### src/sv/nlsc_pkg.sv
// Shared types and constants for the length-prefix to start-code converter.
// No dependencies; every other file imports this package.
package nlsc_pkg;

    localparam int QUEUE_DEPTH = 5;
    localparam int SIZE_W = 31;
    localparam int LEN_W = 32;
    localparam int HDR_BYTES = 4;

    localparam logic [1:0] CMD_BYTE = 2'd0;
    localparam logic [1:0] CMD_START = 2'd1;
    localparam logic [1:0] CMD_HELD = 2'd2;

    localparam logic [7:0] START_LAST_BYTE = 8'h01;

    typedef struct packed {
        logic [1:0] kind;
        logic [LEN_W-1:0] word;
        logic unit_end;
    } nlsc_cmd_t;

endpackage

### src/sv/nlsc_stream_if.sv
// Handshake interfaces for the input byte stream and the converted output stream.
// Depends on nlsc_pkg for the field widths.
interface nlsc_in_if
    import nlsc_pkg::*;
();
    logic valid;
    logic ready;
    logic [7:0] data_byte;
    logic [SIZE_W-1:0] unit_size;

    modport source (output valid, output data_byte, output unit_size, input ready);
    modport sink (input valid, input data_byte, input unit_size, output ready);
endinterface

interface nlsc_out_if;
    logic valid;
    logic ready;
    logic [7:0] out_byte;
    logic unit_end;
    logic run_last;

    modport source (output valid, output out_byte, output unit_end, output run_last,
                    input ready);
    modport sink (input valid, input out_byte, input unit_end, input run_last,
                  output ready);
endinterface

### src/sv/nal_length_prefix_to_start_code.sv
// Top level of the length-prefix to start-code converter.
// Depends on nlsc_pkg, the stream interfaces, nlsc_front, nlsc_queue and nlsc_back.
//
//   Channel        Direction  Beat contents
//   unit_stream    in         data_byte, unit_size
//   annexb_stream  out        out_byte, unit_end, run_last
//
// The fourth byte of a parsed header expands into four output beats, one per cycle
// while the output is ready, so one byte per cycle is sustained. Reset clears the
// parse state and the command queue at once. The input is taken whenever the queue
// has room, regardless of the output side; an output stall holds the sequencer and
// reaches the input only once the queue is full.
module nal_length_prefix_to_start_code
    import nlsc_pkg::*;
#(
    parameter int QUEUE_DEPTH_P = QUEUE_DEPTH
)
(
    input  logic        clk,
    input  logic        rst_n,
    nlsc_in_if.sink     unit_stream,
    nlsc_out_if.source  annexb_stream
);

    logic push_valid, push_ready;
    logic pop_valid, pop_ready;
    nlsc_cmd_t push_cmd, pop_cmd;

    nlsc_front u_front (
        .clk         (clk),
        .rst_n       (rst_n),
        .unit_stream (unit_stream),
        .push_valid  (push_valid),
        .push_ready  (push_ready),
        .push_cmd    (push_cmd)
    );

    nlsc_queue #(
        .DEPTH (QUEUE_DEPTH_P)
    ) u_queue (
        .clk        (clk),
        .rst_n      (rst_n),
        .push_valid (push_valid),
        .push_ready (push_ready),
        .push_cmd   (push_cmd),
        .pop_valid  (pop_valid),
        .pop_ready  (pop_ready),
        .pop_cmd    (pop_cmd)
    );

    nlsc_back u_back (
        .clk           (clk),
        .rst_n         (rst_n),
        .pop_valid     (pop_valid),
        .pop_ready     (pop_ready),
        .pop_cmd       (pop_cmd),
        .annexb_stream (annexb_stream)
    );

endmodule

### src/sv/nlsc_front.sv
// Front end: tracks the unit, parses length headers and issues output commands.
// Depends on nlsc_pkg and the nlsc_in_if interface.
module nlsc_front
    import nlsc_pkg::*;
(
    input  logic           clk,
    input  logic           rst_n,
    nlsc_in_if.sink        unit_stream,
    output logic           push_valid,
    input  logic           push_ready,
    output nlsc_cmd_t      push_cmd
);

    localparam logic [1:0] MODE_EXPECT = 2'd0;
    localparam logic [1:0] MODE_HOLD = 2'd1;
    localparam logic [1:0] MODE_PAYLOAD = 2'd2;
    localparam logic [1:0] MODE_PASS = 2'd3;

    logic [SIZE_W-1:0] pos_reg, pos_next;
    logic [SIZE_W-1:0] size_reg, size_next;
    logic [1:0] mode_reg, mode_next;
    logic [1:0] cnt_reg, cnt_next;
    logic [23:0] held_reg, held_next;
    logic [SIZE_W-1:0] rem_reg, rem_next;

    logic fire;
    logic unit_last;
    logic has_cmd;
    logic [1:0] mode_eff;
    logic [LEN_W-1:0] len;
    logic [SIZE_W-1:0] rem_dec;

    assign unit_stream.ready = push_ready;
    assign fire = unit_stream.valid && push_ready;
    assign len = {held_reg, unit_stream.data_byte};
    assign rem_dec = rem_reg - SIZE_W'(1);

    always_comb
    begin
        size_next = (pos_reg == '0) ? unit_stream.unit_size : size_reg;
        unit_last = ({1'b0, pos_reg} + LEN_W'(1)) >= {1'b0, size_next};
        pos_next = pos_reg;
        mode_next = mode_reg;
        cnt_next = cnt_reg;
        held_next = held_reg;
        rem_next = rem_reg;
        has_cmd = 1'b1;
        push_cmd.kind = CMD_BYTE;
        push_cmd.word = {24'd0, unit_stream.data_byte};
        push_cmd.unit_end = unit_last;

        mode_eff = mode_reg;
        if (mode_reg == MODE_EXPECT)
        begin
            if (({1'b0, pos_reg} + LEN_W'(HDR_BYTES)) < {1'b0, size_next})
            begin
                mode_eff = MODE_HOLD;
                cnt_next = 2'd0;
                held_next = 24'd0;
            end
            else
            begin
                mode_eff = MODE_PASS;
            end
        end
        mode_next = mode_eff;

        unique case (mode_eff)
            MODE_HOLD:
            begin
                if (cnt_reg != 2'd3 || mode_reg == MODE_EXPECT)
                begin
                    has_cmd = 1'b0;
                    held_next = (mode_reg == MODE_EXPECT) ? {16'd0, unit_stream.data_byte}
                                                          : {held_reg[15:0], unit_stream.data_byte};
                    cnt_next = (mode_reg == MODE_EXPECT) ? 2'd1 : cnt_reg + 2'd1;
                end
                else
                begin
                    if (len <= {1'b0, size_next})
                    begin
                        push_cmd.kind = CMD_START;
                        rem_next = len[SIZE_W-1:0];
                        mode_next = (len != '0) ? MODE_PAYLOAD : MODE_EXPECT;
                    end
                    else
                    begin
                        push_cmd.kind = CMD_HELD;
                        push_cmd.word = len;
                        mode_next = MODE_PASS;
                    end
                    cnt_next = 2'd0;
                    held_next = 24'd0;
                end
            end
            MODE_PAYLOAD:
            begin
                if (rem_reg != '0)
                begin
                    rem_next = rem_dec;
                end
                if (rem_reg == '0 || rem_dec == '0)
                begin
                    mode_next = MODE_EXPECT;
                end
            end
            default:
            begin
                mode_next = mode_eff;
            end
        endcase

        if (unit_last)
        begin
            pos_next = '0;
            mode_next = MODE_EXPECT;
            cnt_next = 2'd0;
            held_next = 24'd0;
            rem_next = '0;
        end
        else
        begin
            pos_next = pos_reg + SIZE_W'(1);
        end
    end

    assign push_valid = fire && has_cmd;

    always_ff @(posedge clk or negedge rst_n)
    begin
        if (!rst_n)
        begin
            pos_reg <= '0;
            size_reg <= '0;
            mode_reg <= MODE_EXPECT;
            cnt_reg <= 2'd0;
            held_reg <= 24'd0;
            rem_reg <= '0;
        end
        else if (fire)
        begin
            pos_reg <= pos_next;
            size_reg <= size_next;
            mode_reg <= mode_next;
            cnt_reg <= cnt_next;
            held_reg <= held_next;
            rem_reg <= rem_next;
        end
    end

endmodule

### src/sv/nlsc_queue.sv
// Short command queue between the front end and the output sequencer.
// Depends on nlsc_pkg for the command type.
module nlsc_queue
    import nlsc_pkg::*;
#(
    parameter int DEPTH = QUEUE_DEPTH
)
(
    input  logic      clk,
    input  logic      rst_n,
    input  logic      push_valid,
    output logic      push_ready,
    input  nlsc_cmd_t push_cmd,
    output logic      pop_valid,
    input  logic      pop_ready,
    output nlsc_cmd_t pop_cmd
);

    localparam int PTR_W = (DEPTH > 1) ? $clog2(DEPTH) : 1;
    localparam int CNT_W = $clog2(DEPTH + 1);

    nlsc_cmd_t mem_reg [DEPTH];
    logic [PTR_W-1:0] wr_ptr_reg, wr_ptr_next;
    logic [PTR_W-1:0] rd_ptr_reg, rd_ptr_next;
    logic [CNT_W-1:0] count_reg, count_next;
    logic do_push, do_pop;

    assign push_ready = (count_reg != CNT_W'(DEPTH));
    assign pop_valid = (count_reg != '0);
    assign pop_cmd = mem_reg[rd_ptr_reg];
    assign do_push = push_valid && push_ready;
    assign do_pop = pop_valid && pop_ready;

    always_comb
    begin
        wr_ptr_next = wr_ptr_reg;
        rd_ptr_next = rd_ptr_reg;
        count_next = count_reg;
        if (do_push)
        begin
            wr_ptr_next = (wr_ptr_reg == PTR_W'(DEPTH - 1)) ? '0 : wr_ptr_reg + PTR_W'(1);
        end
        if (do_pop)
        begin
            rd_ptr_next = (rd_ptr_reg == PTR_W'(DEPTH - 1)) ? '0 : rd_ptr_reg + PTR_W'(1);
        end
        if (do_push && !do_pop)
        begin
            count_next = count_reg + CNT_W'(1);
        end
        else if (do_pop && !do_push)
        begin
            count_next = count_reg - CNT_W'(1);
        end
    end

    always_ff @(posedge clk)
    begin
        if (do_push)
        begin
            mem_reg[wr_ptr_reg] <= push_cmd;
        end
    end

    always_ff @(posedge clk or negedge rst_n)
    begin
        if (!rst_n)
        begin
            wr_ptr_reg <= '0;
            rd_ptr_reg <= '0;
            count_reg <= '0;
        end
        else
        begin
            wr_ptr_reg <= wr_ptr_next;
            rd_ptr_reg <= rd_ptr_next;
            count_reg <= count_next;
        end
    end

endmodule

### src/sv/nlsc_back.sv
// Output sequencer: expands each queued command into one or four output beats.
// Depends on nlsc_pkg and the nlsc_out_if interface.
module nlsc_back
    import nlsc_pkg::*;
(
    input  logic      clk,
    input  logic      rst_n,
    input  logic      pop_valid,
    output logic      pop_ready,
    input  nlsc_cmd_t pop_cmd,
    nlsc_out_if.source annexb_stream
);

    logic [1:0] idx_reg, idx_next;
    logic last_beat;
    logic fire;

    assign last_beat = (pop_cmd.kind == CMD_BYTE) || (idx_reg == 2'd3);
    assign fire = pop_valid && annexb_stream.ready;

    assign annexb_stream.valid = pop_valid;
    assign annexb_stream.run_last = last_beat;
    assign annexb_stream.unit_end = last_beat && pop_cmd.unit_end;
    assign pop_ready = annexb_stream.ready && last_beat;

    always_comb
    begin
        unique case (pop_cmd.kind)
            CMD_START:
            begin
                annexb_stream.out_byte = (idx_reg == 2'd3) ? START_LAST_BYTE : 8'h00;
            end
            CMD_HELD:
            begin
                case (idx_reg)
                    2'd0: annexb_stream.out_byte = pop_cmd.word[31:24];
                    2'd1: annexb_stream.out_byte = pop_cmd.word[23:16];
                    2'd2: annexb_stream.out_byte = pop_cmd.word[15:8];
                    default: annexb_stream.out_byte = pop_cmd.word[7:0];
                endcase
            end
            default:
            begin
                annexb_stream.out_byte = pop_cmd.word[7:0];
            end
        endcase
    end

    always_comb
    begin
        idx_next = idx_reg;
        if (fire)
        begin
            idx_next = last_beat ? 2'd0 : idx_reg + 2'd1;
        end
    end

    always_ff @(posedge clk or negedge rst_n)
    begin
        if (!rst_n)
        begin
            idx_reg <= 2'd0;
        end
        else
        begin
            idx_reg <= idx_next;
        end
    end

endmodule
### src/flat_wrapper.sv
// flat-port wrapper written by rule: the top's interface ports become plain ports
module nal_length_prefix_to_start_code_flat import nlsc_pkg::*;
#(
    parameter int QUEUE_DEPTH_P = QUEUE_DEPTH
)
  (clk, rst_n, unit_stream_valid, unit_stream_data_byte, unit_stream_unit_size, unit_stream_ready, annexb_stream_valid, annexb_stream_out_byte, annexb_stream_unit_end, annexb_stream_run_last, annexb_stream_ready);
  nlsc_in_if unit_stream_i ();
  nlsc_out_if annexb_stream_i ();
  input  logic clk;
  input  logic rst_n;
  input wire logic [$bits(unit_stream_i.valid)-1:0] unit_stream_valid;
  input wire logic [$bits(unit_stream_i.data_byte)-1:0] unit_stream_data_byte;
  input wire logic [$bits(unit_stream_i.unit_size)-1:0] unit_stream_unit_size;
  output wire logic [$bits(unit_stream_i.ready)-1:0] unit_stream_ready;
  output wire logic [$bits(annexb_stream_i.valid)-1:0] annexb_stream_valid;
  output wire logic [$bits(annexb_stream_i.out_byte)-1:0] annexb_stream_out_byte;
  output wire logic [$bits(annexb_stream_i.unit_end)-1:0] annexb_stream_unit_end;
  output wire logic [$bits(annexb_stream_i.run_last)-1:0] annexb_stream_run_last;
  input wire logic [$bits(annexb_stream_i.ready)-1:0] annexb_stream_ready;
  assign unit_stream_i.valid = unit_stream_valid;
  assign unit_stream_i.data_byte = unit_stream_data_byte;
  assign unit_stream_i.unit_size = unit_stream_unit_size;
  assign unit_stream_ready = unit_stream_i.ready;
  assign annexb_stream_valid = annexb_stream_i.valid;
  assign annexb_stream_out_byte = annexb_stream_i.out_byte;
  assign annexb_stream_unit_end = annexb_stream_i.unit_end;
  assign annexb_stream_run_last = annexb_stream_i.run_last;
  assign annexb_stream_i.ready = annexb_stream_ready;
  nal_length_prefix_to_start_code #(.QUEUE_DEPTH_P(QUEUE_DEPTH_P)) u_core (.clk(clk), .rst_n(rst_n), .unit_stream(unit_stream_i), .annexb_stream(annexb_stream_i));
endmodule
### config.mk
export PLATFORM = sky130hd
export DESIGN_NAME = nal_length_prefix_to_start_code_flat
export DESIGN_NICKNAME = d
export VERILOG_FILES = /design/src/sv/nlsc_pkg.sv /design/src/sv/nlsc_stream_if.sv /design/src/sv/nal_length_prefix_to_start_code.sv /design/src/sv/nlsc_front.sv /design/src/sv/nlsc_queue.sv /design/src/sv/nlsc_back.sv /design/src/flat_wrapper.sv
export SDC_FILE = /design/constraint.sdc
export NUM_CORES = 1
export LEC_CHECK = 0
export BUFFER_PORTS_ARGS = -buffer_cell sky130_fd_sc_hd__buf_2
export CORE_MARGIN = 2
export CORE_UTILIZATION = 50
export CTS_CLUSTER_SIZE = 10
export DETAILED_ROUTE_END_ITERATION = 8
export MAX_ROUTING_LAYER = met4
export PLACE_DENSITY_LB_ADDON = 0.1
export SYNTH_ARGS = -nofsm -noshare
export SYNTH_HDL_FRONTEND = slang
export SYNTH_SLANG_ARGS = --single-unit
export TNS_END_PERCENT = 1
### constraint.sdc
create_clock -name clk -period 6 [get_ports clk]
set_clock_uncertainty 0.15 [all_clocks]
set_input_delay 1.8 -clock clk [delete_from_list [all_inputs] [get_ports clk]]
set_output_delay 1.8 -clock clk [all_outputs]
set_load 0.02 [all_outputs]
After elaboration in Yosys (flattened, before gate mapping)

Memories as Yosys holds them, arrays and structs flattened.
Cells that the tools add are included.

RAM bits: 175
Output and inout bits: 12
Register bits after elaboration: 132
Memories: 1
Logic and storage cells: 110
Bits of input ports: 43

Memories:

| memory                 | depth | width | rd ports | clocked after memory_dff | wr ports | RTL line         | source |
|---|---|---|---|---|---|---|---|
| u_core.u_queue.mem_reg | 5     | 35    | 1        | 0                        | 1        | nlsc_queue.sv:22 | `nlsc_cmd_t mem_reg [DEPTH];` |

$lt $le $gt $ge: 3
Eq/ne operators: 14
Reductions and logical operators: 29
Add/subtract/negate cells: 10
Muxes and demuxes: 43

Operators by type and width:

| operator                                                              | count |
|---|---|
| 31-bit two-way mux                                                    | 6 |
| 24-bit two-way mux                                                    | 6 |
| 31-bit logical NOT                                                    | 3 |
| 34-bit two-way mux                                                    | 2 |
| 31-bit case mux with 2 select lines                                   | 1 |
| 31-bit by 1-bit adder with 32-bit output (second input constant)      | 1 |
| 31-bit by 3-bit adder with 32-bit output (second input constant)      | 1 |
| 32-bit by 31-bit >= comparator with 1-bit output                      | 1 |
| 32-bit by 31-bit less-or-equal comparator with 1-bit output           | 1 |
| 32-bit by 31-bit < comparator with 1-bit output                       | 1 |
| 32-bit two-way mux                                                    | 1 |
| 32-bit nonzero test                                                   | 1 |
| 31-bit by 1-bit adder with 31-bit output (second input constant)      | 1 |
| 31-bit nonzero test                                                   | 1 |
| 31-bit by 1-bit subtractor with 31-bit output (second input constant) | 1 |
| 2-bit two-way mux                                                     | 15 |
| 8-bit case mux with 3 select lines                                    | 1 |
| 8-bit case mux with 2 select lines                                    | 1 |
| 3-bit two-way mux                                                     | 4 |
| 3-bit != test (second input constant)                                 | 4 |
| 3-bit nonzero test                                                    | 4 |
| 3-bit by 1-bit adder with 3-bit output (second input constant)        | 3 |
| 1-bit logical AND                                                     | 9 |
| 2-bit == test (second input constant)                                 | 4 |
| other kinds (13)                                                      | 26 |

Depth between registers and ports, before layout

Depth in word-level cells: 13
Mapped depth: 21
Gate-level depth less buffers: 21

Cells and area by module

A second synthesis with hierarchy kept.

Cells, all modules: 1,651
Area total of the unflattened synthesis: 17,912.2 µm²

By module, submodules not included:

| module     | area each (µm²) | cells each | instances |
|---|---|---|---|
| nlsc_front | 9,733.1         | 1,169      | 1 |
| nlsc_queue | 7,713.6         | 423        | 1 |
| nlsc_back  | 465.4           | 59         | 1 |

Worst setup path before layout

No wires, ideal clock.

Path kind: register to register
From: register u_core.u_front.pos_reg[2]
To: memory u_core.u_queue.mem_reg[1][0] in the netlist's numbering (enable)
Setup slack: 609 ps
Required time: 5,455 ps
Data arrival time: 4,846 ps
Period minus slack after synthesis: 5,391 ps
Cell stages (with the launch flop): 17
Buffers on the path: 0
Cells stage by stage: dfrtp_1 ha_1 nand4_1 or4_1 nor3_1 and3_1 and3_1 nand3_1 xnor2_1 ha_1 nand4_1 nor4_1 nand3_1 a2bb2oi_1 a31o_2 a21oi_2 and4_1

Word-level cells in the longest chain between the ends: 11
Elaborated cells between the ends (all ways): 12
Those cells by class: 1 x add/sub; 1 x order compare; 1 x eq/ne; 6 x mux; 3 x reduce/logical

Ends and longest elaborated chain:

| item                                                                                             | RTL line          | source |
|---|---|---|
| from (decl)                                                                                      | nlsc_front.sv:19  | `logic [SIZE_W-1:0] pos_reg, pos_next;` |
| from (signal assigned)                                                                           | nlsc_front.sv:142 | `pos_reg <= pos_next;` |
| parallel branches: the longest is 2 deep, another holds 31-bit by 3-bit adder with 32-bit output | --                |  |
| 32-bit by 31-bit < comparator with 1-bit output (*)                                              | nlsc_front.sv:55  | `if (({1'b0, pos_reg} + LEN_W'(HDR_BYTES)) < {1'b0, size_next})` |
| 2-bit two-way mux (*)                                                                            | nlsc_front.sv:55  |  |
| 2-bit two-way mux (*)                                                                            | nlsc_front.sv:53  | `if (mode_reg == MODE_EXPECT)` |
| 2-bit by 1-bit == test with 1-bit output (*)                                                     | nlsc_front.sv:68  | `unique case (mode_eff)` |
| 1-bit two-way mux (*)                                                                            | nlsc_front.sv:68  |  |
| 1-bit logical AND (*)                                                                            | nlsc_front.sv:127 | `assign push_valid = fire && has_cmd;` |
| 1-bit logical AND (*)                                                                            | nlsc_queue.sv:31  | `assign do_push = push_valid && push_ready;` |
| net u_core.u_queue.do_push                                                                       | nlsc_queue.sv:26  | `logic do_push, do_pop;` |
| 1-bit two-way mux (*)                                                                            | nlsc_queue.sv:59  | `if (do_push)` |
| 1-bit two-way mux (implied by the code) (*)                                                      | nlsc_queue.sv:61  | `mem_reg[wr_ptr_reg] <= push_cmd;` |
| to (decl)                                                                                        | nlsc_queue.sv:22  |  |

Mark *: on every way through the listed nets, which the timed path passes.

Final worst setup path

From: register u_core.u_front.pos_reg[3]
To: memory u_core.u_queue.mem_reg[4][2] in the netlist's numbering (enable)

Same word-level chain as after synthesis.

==> impl_metrics.yaml <==
pwr:
  internal_power_mw: 5.62
  p_per_area_nw_per_um2: 486
  clkPwrFrac_pct: 23.7
  power.total_mw: 9.43
  seqPwrFrac_pct: 33.5
  swShare_pct: 40.4
  p_sw_mw: 3.81
  comb_power_share_pct: 42.8
  ir_worst_vdd_v: 0.000365
  power.leakage_nw: 7.74
synth:
  synthMuxAreaShare_pct: 7.65
  synth-xor-area-share_pct: 3.24
  ys_seq_elements: 307
  synth_area_leaders: "edfxtp_1, dfrtp_1, ha_1"
  synthAdderAreaFrac_pct: 8.01
  yosys.area_share.simple_pct: 14.6
  synth_common_cells: "edfxtp_1, nand2_1, dfrtp_1"
  synth_async_sr_flop_share_pct: 43.0
  yosys.area.top_type: "edfxtp_1"
  yosys_warnings: 0
  yosysTopAreaCellShare_pct: 30.4
  synth_area_um2: 17300
  synth_cells: 1549
  synth.distinct_cells: 80
  synth_compound_area_share_pct: 13.5
  yosysSeqAreaShare_pct: 49.5
  synthFlopType: "edfxtp_1"
  syn_area_per_cell_um2: 11.2
  yosysMostFrequentCell: "edfxtp_1"
  synth_top_family_by_area: "simple AND/OR/NAND/NOR gates"
  postSynthNetCount: 1702
  synth_edf_count: 175
run:
  drv_cap: 0
route:
  drc: 0
  drt.antenna.violating_nets: 0
  met3_length_mm: 2.33
  maxUsedRoutingLayer: "met4"
  wl_met2_mm: 23.0
  drtPass1Iterations: 7
  wirelength_mm: 47.1
  wire_per_inst_um: 22.6
  via_per_inst: 6.15
  drt_iter0_markers: 1136
  wl_met1_mm: 20.7
  num_vias: 12800
floorplan:
  initial_core_util_pct: 50.4
  die-area_um2: 36100
  io_pins: 55
  design.core.area_um2: 34300
  rows: 68
  dieWidth_um: 190
  die_h_um: 190
critical_path:
  worstPathCellList: "ha_1 > nand4_1 > or4_1 > nor3_1 > and3_1 > and3_1 > nand3_1 > xnor2_1 > ha_1 > nand4_1 > a2111oi_0 > a2111oi_0 > buf_4 > a31o_2 > a21oi_2 > buf_4 > and4_1 > buf_4"
  critical_path.slowest_cell: "or4_1"
  path_common_cell: "buf_4"
  critical_path.endpoint_type: "flop"
  cp_top_family: "simple AND/OR/NAND/NOR gates"
  critPathMaxStageDelay_ns: 0.66
  path_class: "reg2reg"
  critPathMaxFanout: 35
  critPathLaunchType: "flop"
  arrival_ns: 5.63
  crit_buf_inv: 3
  cp.required_ns: 6.01
global_routing:
  grt_max_degree: 67
  grt_pass1_vias: 12800
  gr-total-overflow: 0
  grt_pass1_wl_mm: 74.8
  grt_usage_pct: 27.7
  antenna_found_initial: 0
clock_tree:
  clk_pin_slew_ns: 0.06
  cts_max_level: 2
  clockBufferDepth: 3
  cts_tree: "done"
  clock-sinks: 307
  postCtsSetupBuffers: 0
  ctsRootBufferMaster: "clkbuf_16"
  cts_buffers: 39
  clock_latency_ns: 0.54
finish:
  num-nets-final: 1750
  drive_gt1_share_pct: 14.1
  area_growth_pct: 12.3
  largest_reg_flops: 175
  antenna_cells: 0
  finalInstanceArea_um2: 19400
placed_design:
  portBuffers: 54
  placed_area_um2: 18200
  dpl.hpwl_mm: 31.7
  gp_congestion: 0.919
sta:
  finalCritPeriodShare_pct: 93.7
  hold_viol: 0
  period_minus_slack_ns: 5.62
  drv_slew: 0
  max_freq_mhz: 178
  setup_viol: 0
  fin_tns_setup_ns: 0
  relSlewSlack_pct: 21.9
  rsz0062_at_grt: "false"
  tightest_slew_ns: 1.17
worst_hold_path:
  hp-class: "reg2reg"
run_status:
  status: "finished clean"
per-stage QoR:
stage / setup slack [ns] / hold slack (ns) / utilization [%] / std cells
after global placement: 0.426 / 0.307 / 53.0 / 2011
after detailed placement: 0.317 / 0.321 / 53.0 / 2011
final: 0.377 / 0.329 / 56.6 / 2083
after floorplan: 0.609 / 0.292 / - / 1549
after global routing: 0.0256 / 0.359 / 56.6 / 2083
after CTS: 0.254 / 0.334 / 56.6 / 2083
worst register-to-register path, cell delays in order (launching register included):
cell	delay, ns
dfrtp_1	0.41
ha_1	0.25
nand4_1	0.14
or4_1	0.66
nor3_1	0.32
and3_1	0.25
and3_1	0.23
nand3_1	0.11
xnor2_1	0.15
ha_1	0.30
nand4_1	0.13
a2111oi_0	0.45
a2111oi_0	0.15
buf_4	0.18
a31o_2	0.26
a21oi_2	0.25
buf_4	0.21
and4_1	0.19
buf_4	0.42
cell families (layout without fill, tap and decap cells):
logic type | Yosys count | count (layout)
AO/OA/AOI/OAI | 343 | 343
XOR/XNOR | 64 | 64
adder cells (fa/ha/maj) | 110 | 110
buffers and inverters | 148 | 227
flip-flops | 307 | 307
multiplexers | 88 | 88
AND/OR/NAND/NOR | 489 | 489
final timing paths:
| check | to | slack, ns | startpoint | cells after the start |
|---|---|---|---|---|
| min in group asynchronous | u_core.u_front.pos_reg[14] | 0.98 | rst_n | 1 |
| max in group asynchronous | u_core.u_queue.rd_ptr_reg[0] | 3.64 | rst_n | 2 |
| worst max-delay path | u_core.u_queue.mem_reg[4][2] | 0.38 | u_core.u_front.pos_reg[3] | 18 |
| worst max register to register | u_core.u_queue.mem_reg[4][2] | 0.38 | u_core.u_front.pos_reg[3] | 18 |
| worst min-delay path | u_core.u_front.size_reg[23] | 0.33 | u_core.u_front.size_reg[23] | 2 |
| worst min register to register | u_core.u_front.size_reg[23] | 0.33 | u_core.u_front.size_reg[23] | 2 |
per-layer routing:
layer  vias up  GRT usage (%)
li1       5959              -
met1      6407           37.1
met2       369           44.9
met3        81           3.28
met4         0           7.27
met5         -              -
cell type report:
| type | instances | area, um^2 |
|---|---|---|
| inverter | 48 | 180 |
| clock inverter | 11 | 118 |
| timing repair buffer | 107 | 737 |
| multi-input combinational | 1094 | 8150 |
| tap | 455 | 569 |
| sequential | 307 | 8560 |
| fill | 2883 | 14900 |
| clock buffer | 61 | 1090 |
power by group through the flow:
stage	logic (mW)	clock network (mW)	registers, mW
global route	4.48	2.37	3.21
global placement	3.94	0	3.17
finish	4.04	2.23	3.16
detailed placement	4.02	0	3.18
floorplan	2.87	0	2.94
CTS	4.05	2.27	3.15
layout by cell type (no fill, tap or decap), types with 27 or more instances in the layout:
cell,count
edfxtp_1,175
nand2_1,160
dfrtp_1,131
ha_1,109
o21ai_0,83
a21oi_1,73
nor2_1,65
nand3_1,53
buf_2,53
mux2i_1,50
buf_4,48
inv_1,46
clkbuf_16,40
nor3_1,38
xnor2_1,37
mux4_2,35
a22o_1,31
nand4_1,30
xor2_1,27
and2_1,27
timing repair:
action                                  4_1_cts  5_1_grt
endpoints found under the setup margin        0       59
hold buffers                                  0        0
resized for setup                             0        1
Note: power is estimated with default switching activity, not from simulation.
